--- src/hdl/soft_clip_waveshaper_top_macros.svh ---
// Assertion macros shared by the soft clip waveshaper RTL.
// Depends on nothing; included by the modules that carry assertions.
`ifndef SOFT_CLIP_WAVESHAPER_TOP_MACROS_SVH
`define SOFT_CLIP_WAVESHAPER_TOP_MACROS_SVH

// Consequent must hold in the same cycle as the antecedent.
`define SCW_ASSERT_NOW(label, clk, rst, ante, cons, msg) \
   label: assert property (@(posedge clk) disable iff (rst) (ante) |-> (cons)) \
      else $error(msg);

// Consequent must hold in the cycle after the antecedent.
`define SCW_ASSERT_NEXT(label, clk, rst, ante, cons, msg) \
   label: assert property (@(posedge clk) disable iff (rst) (ante) |=> (cons)) \
      else $error(msg);

`endif

--- src/hdl/scw_pkg.sv ---
// Shared constants and types of the soft clip waveshaper.
// Depends on nothing; used by every module of the block.
`default_nettype none

package scw_pkg;

   localparam int DEFAULT_SAMPLE_WIDTH = 16;
   localparam int DRIVE_WIDTH = 16;
   // Threshold t = 1 - drive in Q0.16, range 1 .. 65536.
   localparam int THRESH_WIDTH = 17;
   localparam int THRESH_FRAC = 16;
   // Divisor t * (2 + t) in units of 2^-32 stays below 2^34.
   localparam int DEN_WIDTH = 34;
   // Linear region numerator is 2u scaled by 2^32.
   localparam int LIN_SHIFT = 33;

   localparam logic [DRIVE_WIDTH-1:0] DRIVE_RESET = '0;
   localparam logic [THRESH_WIDTH-1:0] THRESH_ONE = 17'h10000;
   localparam logic [THRESH_WIDTH:0] DEN_OFFSET = 18'h20000;

   typedef enum logic [1:0] {
      REGION_LINEAR,
      REGION_KNEE,
      REGION_FLAT
   } region_type;

   typedef struct packed {
      region_type region;
      logic neg;
      logic last;
   } ctrl_type;

endpackage

`default_nettype wire

--- src/hdl/scw_prep.sv ---
// Front end of the waveshaper: magnitude, region decision and divider operands.
// Depends on scw_pkg and the assertion macro header.
`default_nettype none
`include "soft_clip_waveshaper_top_macros.svh"

module scw_prep #(
   parameter int SAMPLE_WIDTH = scw_pkg::DEFAULT_SAMPLE_WIDTH,
   localparam int NUM_W = SAMPLE_WIDTH - 1 + scw_pkg::DEN_WIDTH
) (
   input  logic clock,
   input  logic reset,
   input  logic valid_i,
   output logic ready_o,
   input  logic [SAMPLE_WIDTH-1:0] sample_i,
   input  logic last_i,
   input  logic [scw_pkg::DRIVE_WIDTH-1:0] drive_i,
   output logic valid_o,
   input  logic ready_i,
   output scw_pkg::ctrl_type ctrl_o,
   output logic [scw_pkg::DEN_WIDTH-1:0] den_o,
   output logic [NUM_W-1:0] num_o
);

   localparam int FRAC = SAMPLE_WIDTH - 1;
   localparam int SCALE_W = FRAC + 18;
   localparam int GSHIFT = (FRAC < 16) ? FRAC : 16;
   localparam int EW = ((FRAC > 16) ? FRAC : 16) + 1;
   localparam int SQ_SHIFT = 2 * GSHIFT - FRAC;
   localparam int TW = scw_pkg::THRESH_WIDTH;

   // Stage A signals.
   logic neg;
   logic [SAMPLE_WIDTH-1:0] u_mag;
   logic [TW-1:0] thresh;
   logic [SCALE_W-1:0] u_scaled;
   logic [SCALE_W-1:0] t_scaled;
   logic [SCALE_W-1:0] t2_scaled;
   logic [SCALE_W-1:0] err_full;
   scw_pkg::region_type region;
   logic a_en;
   logic a_valid_ff;
   scw_pkg::ctrl_type a_ctrl_ff;
   logic [SAMPLE_WIDTH-1:0] a_u_ff;
   logic [TW-1:0] a_t_ff;
   logic [EW-1:0] a_e0_ff;

   // Stage B signals.
   logic [TW:0] t_sum;
   logic [2*TW:0] den_full;
   logic [2*EW-1:0] err_sq;
   logic [NUM_W-1:0] num_in;
   logic b_en;
   logic b_valid_ff;
   scw_pkg::ctrl_type b_ctrl_ff;
   logic [scw_pkg::DEN_WIDTH-1:0] b_den_ff;
   logic [NUM_W-1:0] b_num_ff;

   always_comb begin
      neg = sample_i[SAMPLE_WIDTH-1];
      u_mag = neg ? (SAMPLE_WIDTH'(0) - sample_i) : sample_i;
      thresh = scw_pkg::THRESH_ONE - TW'(drive_i);
      u_scaled = SCALE_W'(u_mag) << scw_pkg::THRESH_FRAC;
      t_scaled = SCALE_W'(thresh) << FRAC;
      t2_scaled = t_scaled << 1;
      // Distance from the knee end, 2t - u, valid in the knee region.
      err_full = t2_scaled - u_scaled;
      priority if (u_scaled > t2_scaled) begin
         region = scw_pkg::REGION_FLAT;
      end else if (u_scaled < t_scaled) begin
         region = scw_pkg::REGION_LINEAR;
      end else begin
         region = scw_pkg::REGION_KNEE;
      end
   end

   assign b_en = !b_valid_ff || ready_i;
   assign a_en = !a_valid_ff || b_en;
   assign ready_o = a_en;

   always_ff @(posedge clock) begin
      if (reset) begin
         a_valid_ff <= 1'b0;
      end else if (a_en) begin
         a_valid_ff <= valid_i;
      end
   end

   always_ff @(posedge clock) begin
      if (a_en) begin
         a_ctrl_ff <= '{region: region, neg: neg, last: last_i};
         a_u_ff <= u_mag;
         a_t_ff <= thresh;
         a_e0_ff <= err_full[GSHIFT +: EW];
      end
   end

   always_comb begin
      t_sum = scw_pkg::DEN_OFFSET + (TW + 1)'(a_t_ff);
      den_full = (2 * TW + 1)'(a_t_ff) * (2 * TW + 1)'(t_sum);
      err_sq = (2 * EW)'(a_e0_ff) * (2 * EW)'(a_e0_ff);
      unique case (a_ctrl_ff.region)
         scw_pkg::REGION_LINEAR: begin
            num_in = NUM_W'(a_u_ff) << scw_pkg::LIN_SHIFT;
         end
         scw_pkg::REGION_KNEE: begin
            num_in = NUM_W'(err_sq) << SQ_SHIFT;
         end
         default: begin
            num_in = '0;
         end
      endcase
   end

   always_ff @(posedge clock) begin
      if (reset) begin
         b_valid_ff <= 1'b0;
      end else if (b_en) begin
         b_valid_ff <= a_valid_ff;
      end
   end

   always_ff @(posedge clock) begin
      if (b_en) begin
         b_ctrl_ff <= a_ctrl_ff;
         b_den_ff <= den_full[scw_pkg::DEN_WIDTH-1:0];
         b_num_ff <= num_in;
      end
   end

   assign valid_o = b_valid_ff;
   assign ctrl_o = b_ctrl_ff;
   assign den_o = b_den_ff;
   assign num_o = b_num_ff;

   // The quotient must fit the divider's bit count.
   `SCW_ASSERT_NOW(a_num_fits, clock, reset, b_valid_ff,
      b_num_ff[NUM_W-1:FRAC] < b_den_ff, "scw_prep: numerator overflows divider")

endmodule

`default_nettype wire

--- src/hdl/scw_div_step.sv ---
// One restoring division step: develops one quotient bit per register stage.
// Depends on scw_pkg.
`default_nettype none

module scw_div_step #(
   parameter int SAMPLE_WIDTH = scw_pkg::DEFAULT_SAMPLE_WIDTH
) (
   input  logic clock,
   input  logic reset,
   input  logic valid_i,
   output logic ready_o,
   input  scw_pkg::ctrl_type ctrl_i,
   input  logic [scw_pkg::DEN_WIDTH-1:0] den_i,
   input  logic [scw_pkg::DEN_WIDTH-1:0] rem_i,
   input  logic [SAMPLE_WIDTH-2:0] low_i,
   input  logic [SAMPLE_WIDTH-2:0] quo_i,
   output logic valid_o,
   input  logic ready_i,
   output scw_pkg::ctrl_type ctrl_o,
   output logic [scw_pkg::DEN_WIDTH-1:0] den_o,
   output logic [scw_pkg::DEN_WIDTH-1:0] rem_o,
   output logic [SAMPLE_WIDTH-2:0] low_o,
   output logic [SAMPLE_WIDTH-2:0] quo_o
);

   localparam int FRAC = SAMPLE_WIDTH - 1;
   localparam int DW = scw_pkg::DEN_WIDTH;

   logic [DW:0] trial;
   logic [DW:0] den_x;
   logic [DW:0] diff;
   logic take;
   logic en;
   logic valid_ff;
   scw_pkg::ctrl_type ctrl_ff;
   logic [DW-1:0] den_ff;
   logic [DW-1:0] rem_ff;
   logic [DW-1:0] rem_in;
   logic [FRAC-1:0] low_ff;
   logic [FRAC-1:0] quo_ff;

   always_comb begin
      trial = {rem_i, low_i[FRAC-1]};
      den_x = {1'b0, den_i};
      diff = trial - den_x;
      take = (trial >= den_x);
      rem_in = take ? diff[DW-1:0] : trial[DW-1:0];
   end

   assign en = !valid_ff || ready_i;
   assign ready_o = en;

   always_ff @(posedge clock) begin
      if (reset) begin
         valid_ff <= 1'b0;
      end else if (en) begin
         valid_ff <= valid_i;
      end
   end

   always_ff @(posedge clock) begin
      if (en) begin
         ctrl_ff <= ctrl_i;
         den_ff <= den_i;
         rem_ff <= rem_in;
         low_ff <= low_i << 1;
         quo_ff <= {quo_i[FRAC-2:0], take};
      end
   end

   assign valid_o = valid_ff;
   assign ctrl_o = ctrl_ff;
   assign den_o = den_ff;
   assign rem_o = rem_ff;
   assign low_o = low_ff;
   assign quo_o = quo_ff;

endmodule

`default_nettype wire

--- src/hdl/scw_post.sv ---
// Output stage: rounds the quotient, applies the curve, sign and saturation.
// Depends on scw_pkg and the assertion macro header.
`default_nettype none
`include "soft_clip_waveshaper_top_macros.svh"

module scw_post #(
   parameter int SAMPLE_WIDTH = scw_pkg::DEFAULT_SAMPLE_WIDTH
) (
   input  logic clock,
   input  logic reset,
   input  logic valid_i,
   output logic ready_o,
   input  scw_pkg::ctrl_type ctrl_i,
   input  logic [scw_pkg::DEN_WIDTH-1:0] den_i,
   input  logic [scw_pkg::DEN_WIDTH-1:0] rem_i,
   input  logic [SAMPLE_WIDTH-2:0] quo_i,
   output logic valid_o,
   input  logic ready_i,
   output logic [SAMPLE_WIDTH-1:0] sample_o,
   output logic last_o
);

   localparam int FRAC = SAMPLE_WIDTH - 1;
   localparam int DW = scw_pkg::DEN_WIDTH;
   localparam logic [SAMPLE_WIDTH-1:0] ONE_CODE = {1'b1, {FRAC{1'b0}}};
   localparam logic [SAMPLE_WIDTH-1:0] MAX_POS = ONE_CODE - SAMPLE_WIDTH'(1);

   logic [DW:0] rem2;
   logic [DW:0] den_x;
   logic round_lin;
   logic round_knee;
   logic [SAMPLE_WIDTH-1:0] quo_x;
   logic [SAMPLE_WIDTH-1:0] mag;
   logic [SAMPLE_WIDTH-1:0] sample_in;
   logic en;
   logic valid_ff;
   logic [SAMPLE_WIDTH-1:0] sample_ff;
   logic last_ff;

   always_comb begin
      rem2 = {rem_i, 1'b0};
      den_x = {1'b0, den_i};
      // Ties round away from zero in both regions.
      round_lin = (rem2 >= den_x);
      round_knee = (rem2 > den_x);
      quo_x = SAMPLE_WIDTH'(quo_i);
      unique case (ctrl_i.region)
         scw_pkg::REGION_LINEAR: begin
            mag = quo_x + SAMPLE_WIDTH'(round_lin);
         end
         scw_pkg::REGION_KNEE: begin
            mag = ONE_CODE - quo_x - SAMPLE_WIDTH'(round_knee);
         end
         default: begin
            mag = ONE_CODE;
         end
      endcase
      if (ctrl_i.neg) begin
         sample_in = SAMPLE_WIDTH'(0) - mag;
      end else if (mag > MAX_POS) begin
         sample_in = MAX_POS;
      end else begin
         sample_in = mag;
      end
   end

   assign en = !valid_ff || ready_i;
   assign ready_o = en;

   always_ff @(posedge clock) begin
      if (reset) begin
         valid_ff <= 1'b0;
      end else if (en) begin
         valid_ff <= valid_i;
      end
   end

   always_ff @(posedge clock) begin
      if (en) begin
         sample_ff <= sample_in;
         last_ff <= ctrl_i.last;
      end
   end

   assign valid_o = valid_ff;
   assign sample_o = sample_ff;
   assign last_o = last_ff;

   `SCW_ASSERT_NEXT(a_pos_stays_pos, clock, reset, en && valid_i && !ctrl_i.neg,
      !sample_ff[SAMPLE_WIDTH-1], "scw_post: positive input gave negative result")
   `SCW_ASSERT_NEXT(a_flat_saturates, clock, reset,
      en && valid_i && !ctrl_i.neg && (ctrl_i.region == scw_pkg::REGION_FLAT),
      sample_ff == MAX_POS, "scw_post: flat region did not saturate")

endmodule

`default_nettype wire

--- src/hdl/soft_clip_waveshaper_top.sv ---
// Top level of the soft clip overdrive waveshaper.
// Depends on scw_pkg, scw_prep, scw_div_step and scw_post.
`default_nettype none

// The block shapes one signed Q1.(SAMPLE_WIDTH-1) sample per item with a
// symmetrical soft clipping curve whose threshold is t = 1 - drive: linear
// below t, a quadratic knee from t to 2t, and full scale above 2t, with the
// sign of the input kept. Results are rounded to the nearest code, with ties
// going away from zero, and saturated, so positive full scale comes out as the
// largest positive code. An item may enter in every clock cycle and one result
// leaves per cycle while rsp_tready is held high. Each item passes through
// two front stages (region decision, then the two multipliers), the divider,
// which produces one quotient bit per pipeline stage, and the rounding output
// register before its result is presented. Each stage holds its own valid
// bit and only stalls when the stage after it is full, so a waiting result
// does not stop new items from entering while the pipeline has room. The
// drive register is written through the csr channel, which is always ready;
// write it only while no items are in flight.
module soft_clip_waveshaper_top #(
   parameter int SAMPLE_WIDTH = scw_pkg::DEFAULT_SAMPLE_WIDTH,
   localparam int TDATA_W = ((SAMPLE_WIDTH + 7) / 8) * 8
) (
   input  logic clock,
   input  logic reset,
   // Input items.
   input  logic req_tvalid,
   output logic req_tready,
   input  logic [TDATA_W-1:0] req_tdata,  // [SAMPLE_WIDTH-1:0] sample_in, rest zero
   input  logic req_tlast,                // block_end
   // Result items.
   output logic rsp_tvalid,
   input  logic rsp_tready,
   output logic [TDATA_W-1:0] rsp_tdata,  // [SAMPLE_WIDTH-1:0] sample_out, rest zero
   output logic rsp_tlast,                // last
   // Drive register writes.
   input  logic csr_tvalid,
   output logic csr_tready,
   input  logic [scw_pkg::DRIVE_WIDTH-1:0] csr_tdata  // drive, Q0.16
);

   localparam int FRAC = SAMPLE_WIDTH - 1;
   localparam int DW = scw_pkg::DEN_WIDTH;
   localparam int NUM_W = FRAC + DW;

   logic [scw_pkg::DRIVE_WIDTH-1:0] drive_ff;

   logic prep_valid;
   scw_pkg::ctrl_type prep_ctrl;
   logic [DW-1:0] prep_den;
   logic [NUM_W-1:0] prep_num;

   // Divider chain; index k feeds step k and index k+1 is its output.
   logic div_valid [0:FRAC];
   logic div_ready [0:FRAC];
   scw_pkg::ctrl_type div_ctrl [0:FRAC];
   logic [DW-1:0] div_den [0:FRAC];
   logic [DW-1:0] div_rem [0:FRAC];
   logic [FRAC-1:0] div_low [0:FRAC];
   logic [FRAC-1:0] div_quo [0:FRAC];

   logic [SAMPLE_WIDTH-1:0] sample_out;

   // The drive knob is a plain register; writes never stall.
   assign csr_tready = 1'b1;

   always_ff @(posedge clock) begin
      if (reset) begin
         drive_ff <= scw_pkg::DRIVE_RESET;
      end else if (csr_tvalid) begin
         drive_ff <= csr_tdata;
      end
   end

   scw_prep #(
      .SAMPLE_WIDTH(SAMPLE_WIDTH)
   ) u_prep (
      .clock(clock),
      .reset(reset),
      .valid_i(req_tvalid),
      .ready_o(req_tready),
      .sample_i(req_tdata[SAMPLE_WIDTH-1:0]),
      .last_i(req_tlast),
      .drive_i(drive_ff),
      .valid_o(prep_valid),
      .ready_i(div_ready[0]),
      .ctrl_o(prep_ctrl),
      .den_o(prep_den),
      .num_o(prep_num)
   );

   // The upper part of the numerator is the starting remainder; the lower
   // FRAC bits are shifted in one per step.
   assign div_valid[0] = prep_valid;
   assign div_ctrl[0] = prep_ctrl;
   assign div_den[0] = prep_den;
   assign div_rem[0] = prep_num[NUM_W-1:FRAC];
   assign div_low[0] = prep_num[FRAC-1:0];
   assign div_quo[0] = '0;

   for (genvar k = 0; k < FRAC; k++) begin : g_div
      scw_div_step #(
         .SAMPLE_WIDTH(SAMPLE_WIDTH)
      ) u_step (
         .clock(clock),
         .reset(reset),
         .valid_i(div_valid[k]),
         .ready_o(div_ready[k]),
         .ctrl_i(div_ctrl[k]),
         .den_i(div_den[k]),
         .rem_i(div_rem[k]),
         .low_i(div_low[k]),
         .quo_i(div_quo[k]),
         .valid_o(div_valid[k+1]),
         .ready_i(div_ready[k+1]),
         .ctrl_o(div_ctrl[k+1]),
         .den_o(div_den[k+1]),
         .rem_o(div_rem[k+1]),
         .low_o(div_low[k+1]),
         .quo_o(div_quo[k+1])
      );
   end

   scw_post #(
      .SAMPLE_WIDTH(SAMPLE_WIDTH)
   ) u_post (
      .clock(clock),
      .reset(reset),
      .valid_i(div_valid[FRAC] && (div_low[FRAC] == '0)),
      .ready_o(div_ready[FRAC]),
      .ctrl_i(div_ctrl[FRAC]),
      .den_i(div_den[FRAC]),
      .rem_i(div_rem[FRAC]),
      .quo_i(div_quo[FRAC]),
      .valid_o(rsp_tvalid),
      .ready_i(rsp_tready),
      .sample_o(sample_out),
      .last_o(rsp_tlast)
   );

   assign rsp_tdata = TDATA_W'(sample_out);

endmodule

`default_nettype wire

--- config.mk ---
export PLATFORM = sky130hd
export DESIGN_NAME = soft_clip_waveshaper_top
export DESIGN_NICKNAME = d
export VERILOG_FILES = /design/src/hdl/scw_pkg.sv /design/src/hdl/scw_prep.sv /design/src/hdl/scw_div_step.sv /design/src/hdl/scw_post.sv /design/src/hdl/soft_clip_waveshaper_top.sv
export VERILOG_INCLUDE_DIRS = /design/src /design/src/hdl
export SDC_FILE = /design/constraint.sdc
export NUM_CORES = 2
export LEC_CHECK = 0
export BUFFER_PORTS_ARGS = -buffer_cell sky130_fd_sc_hd__clkbuf_2
export CORE_MARGIN = 2
export CORE_UTILIZATION = 51
export CTS_CLUSTER_DIAMETER = 30
export DETAILED_ROUTE_END_ITERATION = 8
export PLACE_DENSITY = 0.66
export SLEW_MARGIN = 10
export SYNTH_ARGS = -nofsm -noshare
export SYNTH_HDL_FRONTEND = slang
export SYNTH_SLANG_ARGS = --single-unit
--- constraint.sdc ---
create_clock -name clock -period 13.3 [get_ports clock]
set_input_delay 0.665 -clock clock [delete_from_list [all_inputs] [get_ports clock]]
set_output_delay 0.665 -clock clock [all_outputs]
set_load 0.005 [all_outputs]
==> flow_metrics.py <==
metrics = {
    "global_routing": {
        "grt_pass1_vias": 67870,
        "grtUsageMet3_pct": 3.176,
        "grt-ovfl-total": 0,
        "number_of_antenna_violations_at_the_first_check_in_global_routing": 3,
        "all_layer_global_routing_usage_pct": 23.42,
        "pin_count_of_the_biggest_net_entering_global_routing": 81,
        "gr-usage-met1_pct": 21.96,
        "grt_util_met2_pct": 46.77,
        "busiest_layer": "met2",
        "grt_first_pass_wirelength_um": 346500,
    },
    "cts": {
        "clockBufferDepth": 4,
        "cts-htree-levels": 5,
        "clkSlewWorstSetupHoldPaths_ps": 40,
        "clk_root_buffer_cell": "sky130_fd_sc_hd__clkbuf_16",
        "cts_made_buffers": 323,
        "cts_setup_buffers": 0,
        "numClockSinks": 1356,
        "cts_tree": "yes",
        "insertion_delay_ps": 910,
    },
    "die": {
        "dieWidth_um": 432.6,
        "io-pin-count": 58,
        "core_area_um2": 182900,
        "core.rowCount": 157,
        "die_y_um": 432.6,
        "initial_utilization_pct": 51.22,
        "dieArea_um2": 187100,
    },
    "critical_path": {
        "critPathRequiredTime_ps": 13910,
        "critPathArrivalTime_ps": 8540,
        "endpoint_kind": "flop",
        "setup.worst_path.class": "flop to flop",
        "setup.worst_path.start_class": "flop",
        "crit_path_max_fanout": 18,
        "crit_slowest_cell": "sky130_fd_sc_hd__edfxtp_1",
        "crit_path_max_incr_delay_ps": 1020,
        "crit_path_cell_trace": "and2_1 -> inv_1 -> fa_1 -> inv_1 -> fa_1 -> inv_1 -> fa_1 -> inv_1 -> fa_1 -> inv_1 -> fa_1 -> fa_1 -> inv_1 -> ha_1 -> and4_1 -> a211oi_1 -> o2111ai_1 -> a311oi_1 -> o21bai_1 -> and4_1 -> a2111oi_0 -> a21oi_1 -> xnor2_1",
    },
    "yosys": {
        "yosys_most_used_dff": "sky130_fd_sc_hd__edfxtp_1",
        "ranking_of_synthesized_cells_by_area": "sky130_fd_sc_hd__edfxtp_1 (42%), sky130_fd_sc_hd__ha_1 (11%), sky130_fd_sc_hd__fa_1 (8.1%)",
        "netlist.area_leader.share_pct": 42.38,
        "synthArstFlopShare_pct": 0,
        "netlist_instances": 8763,
        "post-synth-top-area-cell": "sky130_fd_sc_hd__edfxtp_1",
        "synth-edff-count": 1322,
        "ys_seq_elements": 1356,
        "synth_commonest_cells": "sky130_fd_sc_hd__edfxtp_1 (1322), sky130_fd_sc_hd__inv_1 (1298), sky130_fd_sc_hd__ha_1 (835), sky130_fd_sc_hd__nand2_1 (625), sky130_fd_sc_hd__a21oi_1 (553)",
        "ys_types": 101,
        "avg_synthesized_cell_area_um2": 10.69,
        "ys.warnings.count": 0,
        "synth.most_common_cell": "sky130_fd_sc_hd__edfxtp_1",
        "ys_seq_area_share_pct": 43.10,
        "mappedNetlistNets": 10010,
        "mappedNetlistArea_um2": 93680,
    },
    "drt": {
        "postRouteWirelength_um": 217100,
        "detail_route.vias_per_cell": 5.492,
        "drtPass1Iterations": 8,
        "ant_nets": 0,
        "detailed_router_s_first_iteration_violation_count": 3079,
        "wl_per_cell_um": 18.50,
        "detail_route.drc_violations": 0,
        "via_count": 64460,
    },
    "final_layout": {
        "seq_area_um2": 40380,
        "final_util_pct": 58.68,
        "design.final.nets": 10290,
        "multi_input_comb_area_um2": 47760,
        "final_layout_size_suffix_gt1_share_pct": 9.600,
        "syn_to_final_growth_pct": 14.56,
        "n_fill_cell": 15010,
    },
    "sta": {
        "min_period_ps": 7925,
        "layout_worst_path_cycle_share_pct": 59.59,
        "finalMaxSlewViolations": 0,
        "relSlewSlack_pct": 18.10,
        "worst_slew_pin_slew_ps": 1219,
        "final-hold-violation-count": 0,
        "fmax_ghz": 0.1262,
        "finalClockSkew_ps": 82.80,
        "setup_viol": 0,
        "rsz0062_at_grt": "no",
        "tns_ps": 0,
    },
    "placed_design": {
        "dp_hpwl_um": 170700,
        "placement.io_buffers": 56,
        "gp_congestion": 0.9651,
    },
    "status": {
        "run_status": "finished, final reports clean",
    },
    "job": {
        "max_cap_viol_count": 0,
    },
    "hold_path": {
        "worst_hold_path_type": "primary input to flop",
    },
}
-- stage by stage --
stage | setup WS [ps] | hold slack (ps) | instance area [um^2] | instances
detailed placement | 5345 | 404.5 | 96800 | 11160
global placement | 5377 | 401.1 | 96800 | 11160
floorplan | 4099 | 400.3 | 93680 | 8763
finish | 5375 | 48.81 | 107300 | 11740
CTS | 5323 | 1.030 | 107300 | 11740
global route | 4904 | 46.41 | 107300 | 11740
-- repair_timing --
| item | CTS | global route |
|---|---|---|
| endpoints found under the hold margin | 13 | 0 |
| endpoints found under the setup margin | 0 | 0 |
| gates resized for setup | 0 | 0 |
| hold buffers | 13 | 0 |
-- path summary, 6_finish.rpt --
check / from / endpoint / slack, ps / cells past startpoint
worst max register to register: u_prep.a_t_ff[4]$_DFFE_PP_ / u_prep.den_o[33]$_DFFE_PP_ / 5370 / 23
worst min-delay path: csr_tdata[6] / drive_ff[6]$_SDFFE_PP0P_ / 50 / 3
worst min register to register: g_div[0].u_step.quo_o[0]$_DFFE_PP_ / g_div[1].u_step.quo_o[1]$_DFFE_PP_ / 360 / 0
worst max-delay path: u_prep.a_t_ff[4]$_DFFE_PP_ / u_prep.den_o[33]$_DFFE_PP_ / 5370 / 23
-- state kept, by name, indices dropped and copies added, names as in the netlist, 15 cells and up --
signal and flops:
drive_ff 16, u_prep.a_e0_ff 16, g_div.u_step.ctrl_o 60, g_div.u_step.rem_o 509, u_prep.a_t_ff 17, u_prep.num_o 31
u_post.sample_o 16, u_prep.a_u_ff 16, g_div.u_step.quo_o 120, g_div.u_step.den_o 495, u_prep.den_o 33, g_div.u_step.valid_o 15
-- kinds of logic after synthesis --
group                    after synthesis  share of synthesized area, %
AO/OA/AOI/OAI                       1905                         12.93
adder cells (fa/ha/maj)             1213                         19.23
flip-flops                          1356                         43.10
other                                  1                      0.004003
AND/OR/NAND/NOR                     2010                         10.31
XOR/XNOR                             541                         5.058
buffers and inverters               1476                         6.053
multiplexers                         261                         3.308
-- layout make-up --
class / instances / area share (%)
antenna: 2 / 0.004663
multi-input combinational: 5931 / 44.51
timing repair buffer: 124 / 0.7671
clock inverter: 176 / 1.732
sequential: 1356 / 37.62
tap: 2464 / 2.873
clock buffer: 385 / 7.944
inverter: 1299 / 4.548
-- metal layers --
layer  share of wire (%)  vias to the layer above
met5                   0                        -
met4                 6.7                        0
met3                 3.1                      678
met2                  56                     1398
met1                  35                    30970
li1                    -                    31420
-- layout by cell type, fill, tap and decap left out, types with 56 or more instances in the layout --
master	count
sky130_fd_sc_hd__o21a_1	71
sky130_fd_sc_hd__clkbuf_16	331
sky130_fd_sc_hd__and2_1	138
sky130_fd_sc_hd__nand4_1	64
sky130_fd_sc_hd__edfxtp_1	1322
sky130_fd_sc_hd__nand2_1	619
sky130_fd_sc_hd__fa_1	378
sky130_fd_sc_hd__xnor2_1	328
sky130_fd_sc_hd__nor3_1	114
sky130_fd_sc_hd__o21ai_0	440
sky130_fd_sc_hd__a21oi_1	552
sky130_fd_sc_hd__nor2b_1	90
sky130_fd_sc_hd__ha_1	835
sky130_fd_sc_hd__a31oi_1	60
sky130_fd_sc_hd__clkbuf_2	56
sky130_fd_sc_hd__nor2_1	499
sky130_fd_sc_hd__nand2b_1	103
sky130_fd_sc_hd__and3_1	71
sky130_fd_sc_hd__inv_1	1291
sky130_fd_sc_hd__a211oi_1	71
sky130_fd_sc_hd__nand3_1	119
sky130_fd_sc_hd__xor2_1	213
sky130_fd_sc_hd__mux2_2	164
sky130_fd_sc_hd__a21o_1	310
-- worst max-delay path, delay by kind of cell, from the launching register on --
family | cells | cell delay [ps]
adders and majority gates | 7 | 3490
AOI/OAI and AO/OA | 6 | 1970
DFF | 1 | 1020
and+or+nand+nor | 3 | 690
buffers and inverters | 6 | 330
xor gates and xnor gates | 1 | 150
Power is not shown: default switching activity piles up to over one toggle a cycle in this logic, so the estimate is an artifact.
